## config.mk

```make
export PLATFORM = sky130hd
export DESIGN_NAME = pcm_byte_stream_normalizer
export DESIGN_NICKNAME = d
export VERILOG_FILES = /design/src/rtl/core/pcmbsn_pkg.sv /design/src/rtl/core/pcm_byte_stream_normalizer.sv
export VERILOG_INCLUDE_DIRS = /design/src /design/src/rtl/core
export SDC_FILE = /design/constraint.sdc
export NUM_CORES = 1
export LEC_CHECK = 0
export ABC_AREA = 1
export BUFFER_PORTS_ARGS = -buffer_cell sky130_fd_sc_hd__buf_2
export CORE_ASPECT_RATIO = 1.75
export CORE_MARGIN = 10
export CORE_UTILIZATION = 25
export CTS_BUF_LIST = sky130_fd_sc_hd__clkbuf_2 sky130_fd_sc_hd__clkbuf_4 sky130_fd_sc_hd__clkbuf_8
export CTS_CLUSTER_DIAMETER = 60
export DETAILED_ROUTE_END_ITERATION = 8
export MAX_ROUTING_LAYER = met4
export PLACE_DENSITY_LB_ADDON = 0.05
export SLEW_MARGIN = 10
export SYNTH_ARGS = -nofsm -noshare
export SYNTH_HDL_FRONTEND = slang
export SYNTH_SLANG_ARGS = --single-unit
```

## constraint.sdc

```tcl
create_clock -name clock -period 6.4 [get_ports clock]
set_input_delay 0 -clock clock [delete_from_list [all_inputs] [get_ports clock]]
set_output_delay 0 -clock clock [all_outputs]
set_load 0.005 [all_outputs]
```

## src/rtl/core/pcm_byte_stream_normalizer_defines.svh

```systemverilog
// assertion macros for the pcm byte stream normalizer
// used by the top level; expects a clock named clock and a reset named reset
`ifndef PCM_BYTE_STREAM_NORMALIZER_DEFINES_SVH
`define PCM_BYTE_STREAM_NORMALIZER_DEFINES_SVH

// same-cycle implication
`define PCMBSN_ASSERT_IMPLY(label, ante, cons) \
   label: assert property (@(posedge clock) disable iff (reset) (ante) |-> (cons)) \
      else $error("pcmbsn: same-cycle check failed");

// next-cycle implication
`define PCMBSN_ASSERT_NEXT(label, ante, cons) \
   label: assert property (@(posedge clock) disable iff (reset) (ante) |=> (cons)) \
      else $error("pcmbsn: next-cycle check failed");

`endif

```

## src/rtl/core/pcmbsn_pkg.sv

```systemverilog
// shared types and constants for the pcm byte stream normalizer
// no dependencies
package pcmbsn_pkg;

   typedef enum logic [1:0] {
      KIND_SIGNED   = 2'd0,
      KIND_UNSIGNED = 2'd1,
      KIND_FLOAT    = 2'd2,
      KIND_UNKNOWN  = 2'd3
   } kind_type;

   // register indexes on the csr port
   localparam logic [1:0] CSR_SAMPLE_BYTES = 2'd0;
   localparam logic [1:0] CSR_SAMPLE_KIND  = 2'd1;
   localparam logic [1:0] CSR_BIG_ENDIAN   = 2'd2;

   // bytes-per-sample codes
   localparam logic [1:0] SIZE_8  = 2'd0;
   localparam logic [1:0] SIZE_16 = 2'd1;
   localparam logic [1:0] SIZE_24 = 2'd2;
   localparam logic [1:0] SIZE_32 = 2'd3;

   localparam logic [1:0] RESET_SAMPLE_BYTES = SIZE_16;

   localparam logic [31:0] Q31_MAX = 32'h7FFF_FFFF;
   localparam logic [31:0] Q31_MIN = 32'h8000_0000;

   // float exponent landmarks
   localparam logic [7:0] EXP_ONE     = 8'd127;
   localparam logic [7:0] EXP_ALIGN   = 8'd119;
   localparam logic [7:0] EXP_SPECIAL = 8'hFF;

endpackage

```

## src/rtl/core/pcm_byte_stream_normalizer.sv

```systemverilog
// The transfer of a sample's last byte loads the assembled sample register, and the
// result register loads from it when the result side is not stalled; rsp_valid rises with it.
// Throughput: one byte per cycle while req_stall is low; one gathering register and one conversion
// register, both advancing together whenever the result side is not stalled.
// Reset (synchronous, active high) sets 16-bit little-endian signed samples,
// clears the gathered bytes and empties both stages.
// depends on pcmbsn_pkg and pcm_byte_stream_normalizer_defines.svh
`include "pcm_byte_stream_normalizer_defines.svh"

module pcm_byte_stream_normalizer (
   input  logic               clock,
   input  logic               reset,
   input  logic               req_valid,
   output logic               req_stall,
   input  logic [7:0]         req_stream_byte,
   output logic               rsp_valid,
   input  logic               rsp_stall,
   output logic signed [31:0] rsp_norm_sample,
   output logic               rsp_clipped,
   input  logic               csr_wr_en,
   input  logic [1:0]         csr_index,
   input  logic [1:0]         csr_wr_data
);
   import pcmbsn_pkg::*;

   // configuration
   logic [1:0] code_ff;
   kind_type   kind_ff;
   logic       big_ff;

   // gathering state
   logic [1:0]  byte_index_ff;
   logic [1:0]  byte_index_in;
   logic [23:0] partial_word_ff;
   logic [23:0] partial_word_in;

   // assembled sample stage
   logic        a_valid_ff;
   logic [31:0] a_raw_ff;
   logic [31:0] a_raw_in;
   logic [1:0]  a_code_ff;
   kind_type    a_kind_ff;
   logic [31:0] a_mag_ff;
   logic [31:0] a_mag_in;
   logic        a_neg_ff;
   logic        a_neg_in;

   // result stage
   logic        rsp_valid_ff;
   logic [31:0] norm_ff;
   logic [31:0] norm_in;
   logic        clip_ff;
   logic        clip_in;

   logic req_xfer;
   logic finish;
   logic en_a;
   logic en_b;
   logic load_a;
   logic at_rail;

   assign en_b      = !rsp_valid_ff || !rsp_stall;
   assign en_a      = !a_valid_ff || en_b;
   assign req_stall = !en_a;
   assign req_xfer  = req_valid && !req_stall;
   assign finish    = byte_index_ff >= code_ff;
   assign load_a    = req_xfer && finish && (kind_ff != KIND_UNKNOWN);

   always_ff @(posedge clock) begin
      if (reset) begin
         code_ff <= RESET_SAMPLE_BYTES;
         kind_ff <= KIND_SIGNED;
         big_ff  <= 1'b0;
      end else if (csr_wr_en) begin
         case (csr_index)
            CSR_SAMPLE_BYTES: code_ff <= csr_wr_data;
            CSR_SAMPLE_KIND:  kind_ff <= kind_type'(csr_wr_data);
            CSR_BIG_ENDIAN:   big_ff  <= csr_wr_data[0];
            default: ;
         endcase
      end
   end

   // byte gathering
   always_comb begin
      byte_index_in   = byte_index_ff;
      partial_word_in = partial_word_ff;
      if (req_xfer) begin
         if (finish) begin
            byte_index_in   = 2'd0;
            partial_word_in = 24'd0;
         end else begin
            byte_index_in = byte_index_ff + 2'd1;
            case (byte_index_ff)
               2'd0:    partial_word_in[7:0]   = req_stream_byte;
               2'd1:    partial_word_in[15:8]  = req_stream_byte;
               default: partial_word_in[23:16] = req_stream_byte;
            endcase
         end
      end
   end

   // sample assembly and the unsigned offset |2x - (2^n - 1)|
   always_comb begin
      logic [7:0]  gathered [4];
      logic [1:0]  pos;
      logic [1:0]  src;
      logic [32:0] twox;
      logic [32:0] full;
      gathered[0] = partial_word_ff[7:0];
      gathered[1] = partial_word_ff[15:8];
      gathered[2] = partial_word_ff[23:16];
      gathered[3] = req_stream_byte;
      gathered[code_ff] = req_stream_byte;
      a_raw_in = 32'd0;
      for (int p = 0; p < 4; p++) begin
         pos = 2'(p);
         src = big_ff ? (code_ff - pos) : pos;
         if (pos <= code_ff) begin
            a_raw_in[8*p +: 8] = gathered[src];
         end
      end
      case (code_ff)
         SIZE_8:  full = 33'h0_0000_00FF;
         SIZE_16: full = 33'h0_0000_FFFF;
         SIZE_24: full = 33'h0_00FF_FFFF;
         default: full = 33'h0_FFFF_FFFF;
      endcase
      twox     = {a_raw_in, 1'b0};
      a_neg_in = twox < full;
      a_mag_in = a_neg_in ? 32'(full - twox) : 32'(twox - full);
   end

   always_ff @(posedge clock) begin
      if (reset) begin
         byte_index_ff   <= 2'd0;
         partial_word_ff <= 24'd0;
         a_valid_ff      <= 1'b0;
      end else begin
         byte_index_ff   <= byte_index_in;
         partial_word_ff <= partial_word_in;
         if (en_a) begin
            a_valid_ff <= load_a;
         end
      end
   end

   always_ff @(posedge clock) begin
      if (en_a && load_a) begin
         a_raw_ff  <= a_raw_in;
         a_code_ff <= code_ff;
         a_kind_ff <= kind_ff;
         a_mag_ff  <= a_mag_in;
         a_neg_ff  <= a_neg_in;
      end
   end

   // conversion
   always_comb begin
      logic [31:0] rep;
      logic [32:0] q_round;
      logic [31:0] q;
      logic        f_sign;
      logic [7:0]  f_exp;
      logic [22:0] f_frac;
      logic [23:0] f_sig;
      logic [7:0]  f_shift;
      logic [31:0] f_mag;
      // the fraction m/(2^n-1) is m repeated; round on its 32nd bit
      case (a_code_ff)
         SIZE_8:  rep = {4{a_mag_ff[7:0]}};
         SIZE_16: rep = {2{a_mag_ff[15:0]}};
         SIZE_24: rep = {a_mag_ff[23:0], a_mag_ff[23:16]};
         default: rep = a_mag_ff;
      endcase
      q_round = {1'b0, rep} + 33'd1;
      q       = q_round[32:1];

      f_sign  = a_raw_ff[31];
      f_exp   = a_raw_ff[30:23];
      f_frac  = a_raw_ff[22:0];
      f_sig   = {1'b1, f_frac};
      f_shift = EXP_ALIGN - f_exp;
      if (f_exp >= EXP_ALIGN) begin
         f_mag = {8'd0, f_sig} << 3'(f_exp - EXP_ALIGN);
      end else if (f_shift >= 8'd24) begin
         f_mag = 32'd0;
      end else begin
         f_mag = {8'd0, f_sig >> 5'(f_shift)};
      end

      norm_in = 32'd0;
      clip_in = 1'b0;
      if (a_kind_ff == KIND_SIGNED) begin
         case (a_code_ff)
            SIZE_8:  norm_in = a_raw_ff << 24;
            SIZE_16: norm_in = a_raw_ff << 16;
            SIZE_24: norm_in = a_raw_ff << 8;
            default: norm_in = a_raw_ff;
         endcase
      end else if (a_kind_ff == KIND_FLOAT && a_code_ff == SIZE_32) begin
         if (f_exp == EXP_SPECIAL && f_frac != 23'd0) begin
            norm_in = 32'd0;
         end else if (f_exp == 8'd0) begin
            norm_in = 32'd0;
         end else if (f_exp >= EXP_ONE) begin
            if (f_sign && f_exp == EXP_ONE && f_frac == 23'd0) begin
               norm_in = Q31_MIN;
            end else begin
               clip_in = 1'b1;
               norm_in = f_sign ? Q31_MIN : Q31_MAX;
            end
         end else begin
            norm_in = f_sign ? (32'd0 - f_mag) : f_mag;
         end
      end else begin
         if (a_neg_ff) begin
            norm_in = 32'd0 - q;
         end else if (q[31]) begin
            clip_in = 1'b1;
            norm_in = Q31_MAX;
         end else begin
            norm_in = q;
         end
      end
   end

   always_ff @(posedge clock) begin
      if (reset) begin
         rsp_valid_ff <= 1'b0;
      end else if (en_b) begin
         rsp_valid_ff <= a_valid_ff;
      end
   end

   always_ff @(posedge clock) begin
      if (en_b && a_valid_ff) begin
         norm_ff <= norm_in;
         clip_ff <= clip_in;
      end
   end

   assign rsp_valid       = rsp_valid_ff;
   assign rsp_norm_sample = signed'(norm_ff);
   assign rsp_clipped     = clip_ff;

   assign at_rail = (norm_ff == Q31_MAX) || (norm_ff == Q31_MIN);

   `PCMBSN_ASSERT_IMPLY(a_clip_is_rail, rsp_valid && rsp_clipped, at_rail)
   `PCMBSN_ASSERT_IMPLY(a_open_when_empty, !rsp_valid_ff, !req_stall)
   `PCMBSN_ASSERT_NEXT(a_sample_enters, load_a, a_valid_ff)
   `PCMBSN_ASSERT_NEXT(a_gather_clears, req_xfer && finish, byte_index_ff == 2'd0 && partial_word_ff == 24'd0)

endmodule

```

==> flow_summary_export.csv <==
group,metric,value,unit
pwr,leakagePower,0.00779,uW
setup_path,reg2reg_from,"code_ff[0]",
grt,grt_pass1_vias,17400,
finish,final_area,17300,um^2
setup_path,timing.rr.end,"a_mag_ff[18]",
sta,setup_viol,0,
sta,period_share,89.5,%
sta,drv_slew,0,
setup_path,critical_path_required,6.65,ns
grt,grt_max_degree,68,
setup_path,r2r_slack,0.67,ns
run_status,outcome,"finished, final reports clean",
setup_path,crit_path_top_delay_cell,"inv_1",
floorplan,die_w,209,um
job,drv_cap,0,
synth,synth-edff-count,101,
floorplan,start_util,25.2,%
grt,grt_pass1_wl,113000,um
clocking,clockRootBuffer,"clkbuf_8",
synth,syn_avg_cell_area,5.97,um^2
route,first_pass_iters,8,
finish,syn_to_final_growth,10.9,%
clocking,worstSkewPairLatency,0.51,ns
hold_path,hold_path.class,"in2reg",
finish,nets,2719,
grt,met2_usage,40.6,%
setup_path,cp.arrival,5.98,ns
route,wire_per_inst,22.2,um
grt,grt_overflow,0,
hold_path,min_path_cells,5,
floorplan,die-height,350,um
clocking,postCtsSetupBuffers,0,
grt,gr-usage-met1,19.9,%
setup_path,path_delay_family,"compound AO/OA/AOI/OAI gates",
route,drc,0,
synth,syn-num-nets,2693,
synth,ys_ff_latch,134,
hold_path,min_to,"partial_word_ff[13]",
route,first_iter_violations,1036,
grt,top_usage_layer,"met2",
floorplan,die-area,73100,um^2
setup_path,worst-path-buf-inv,5,
finish,final_layout_size_suffix_gt1_share,8.91,%
clocking,cts_num_sinks,134,
synth,syn_inst,2611,
setup_path,crit_top_cell,"nand2_1",
sta,worstMarginPinSlew,1.21,ns
sta,finalSetupTns,0,ns
clocking,ctsResizeCount,0,
sta,period_needed,5.73,ns
clocking,htree_levels,4,
clocking,clock_path_buffers,2,
synth,ys_types,58,
place,globalplace.congestion,0.922,
grt,groute.usage.overall,21.2,%
synth,syn_area,15600,um^2
route,ant_nets,0,
setup_path,path_cells,"nand2_1, inv_1, buf_4, nand2_1, o21ai_0, nor2_1, nor3_1, inv_1, ha_1, nand2_1, nor2_1, a211oi_1, o21ai_0, a21boi_1, o21bai_1, a21oi_1, o21ai_1, nand2_1, nand3_1, buf_4, inv_2, nand2_1, nand3_1, nand2_1",
clocking,holdBufCountCts,14,
place,post-dp-hpwl,64700,um
place,io_buffers,51,
grt,antenna_found_initial,1,
setup_path,reg2reg_depth,24,
clocking,cts_tree,"built",
route,via_count,17200,
clocking,clkTransAtPathRegs,0.11,ns
pwr,powerDensity,272,nW/um^2
synth,yosysTopAreaCell,"nand2_1",
floorplan,rows,121,
setup_path,cp_max_fo,30,
clocking,cts_buffers,17,
synth,synth_top_area_share,20.1,%
grt,grtUsageMet3,1.83,%
synth,synth_most_common_cell,"nand2_1",
setup_path,crit_path_start_kind,"flip-flop",
synth,synth_common_cells,"833 x nand2_1, 279 x nor2_1, 253 x inv_1, 228 x nand3_1, 211 x o21ai_0",
synth,async_flop_share,0,%
sta,relSlewSlack,18.8,%
place,dpl_cell_area,16700,um^2
floorplan,coreArea,61900,um^2
setup_path,cp-end-kind,"flip-flop",
finish,final_core_util,27.9,%
pwr,p_total,4700,uW
floorplan,pin_count,52,
sta,hold_violations,0,
synth,ys.flop_type,"edfxtp_1",
synth,synthTopCellsByArea,"nand2_1 20%, edfxtp_1 19%, nand3_1 7.3%, o21ai_0 6.8%, nor2_1 6.7%",
route,wirelength,76400,um
sta,rsz0062_at_grt,"no",
setup_path,max_stage_delay,0.63,ns
route,via_per_inst,4.99,
synth,yosysWarnings,0,
synth,ys_seq_area_share,23.7,%
pwr,vdd_ir_drop_max,0.164,mV
hold_path,holdCritStartpoint,"req_stream_byte[5]",
sta,max_freq,175,MHz
setup_path,crit_type,"reg2reg",
sta,finClkSkew,0.0316,ns
-- area by class of cell --
class	count	area, um^2
Antenna cell	1	2.50
Clock buffer	17	234
Clock inverter	15	201
Fill cell	7130	44600
Inverter	284	1070
Multi-Input combinational cell	2087	10300
Sequential cell	134	3690
Tap cell	799	1000
Timing Repair Buffer	113	756
-- where the power goes --
part,internal [uW],switching [uW],total (uW)
Combinational,737,1900,2640
Sequential,1120,109,1230
Clock,371,458,829
Total,2230,2470,4700
-- cell families after synthesis --
family	count (synthesis)	share of synthesized area (%)
fa+ha+maj	65	5.27
compound gates	473	16.7
mux	2	0.129
simple gates	1489	40.7
flops	134	23.7
buf+inv	390	10.2
xor+xnor	58	3.31
-- metal layers --
| layer | vias to the layer above | part of all wire [%] |
|---|---|---|
| met5 | - | 0 |
| met4 | 0 | 6.8 |
| met3 | 152 | 2.6 |
| met2 | 440 | 55 |
| met1 | 8002 | 36 |
| li1 | 8634 | - |
-- sequential cells by signal (all words and copies together) (netlist names) --
name and count:
big_ff 1, a_code_ff 2, a_valid_ff 1, byte_index_ff 2, a_neg_ff 1, a_kind_ff 2
rsp_norm_sample 32, a_mag_ff 31, code_ff 2, kind_ff 2, a_raw_ff 32, rsp_valid 1
partial_word_ff 24, rsp_clipped 1
-- metrics by stage --
stage	hold WS, ns	worst slack [ns]	std cells
final	0.0572	0.670	3450
after global routing	0.0390	0.0694	3450
after floorplan	0.128	1.77	2611
after CTS	0.00308	0.679	3449
after global placement	0.267	0.811	3403
after detailed placement	0.269	0.730	3403
-- tightest hold or removal path: stages --
cell,delay [ns]
buf_2,0.10
inv_1,0.16
nor2_1,0.14
nand2_1,0.08
a21oi_1,0.05
-- how the worst max path moves through the flow --
stage	startpoint	to	slack, ns	cells past startpoint
4_1_cts	code_ff[0]	a_mag_ff[18]	0.68	24
3_5_place_dp	code_ff[0]	a_mag_ff[18]	0.73	24
5_1_grt	code_ff[0]	a_mag_ff[18]	0.07	25
3_3_place_gp	code_ff[0]	a_mag_ff[18]	0.81	22
2_1_floorplan	code_ff[0]	a_mag_ff[10]	1.77	25
6_report	code_ff[0]	a_mag_ff[18]	0.67	24
-- placed cells by master (no fill, tap or decap), types with 26 or more instances in the layout --
master,count
o22ai_1,26
edfxtp_1,101
nand3_1,228
inv_1,253
ha_1,64
nand2_1,833
nor3_1,36
nand4_1,29
o21ai_0,211
a21oi_1,150
nor2_1,278
buf_2,51
xor2_1,28
buf_4,48
xnor2_1,29
dfxtp_1,33
(Power assumes the default switching activity.)
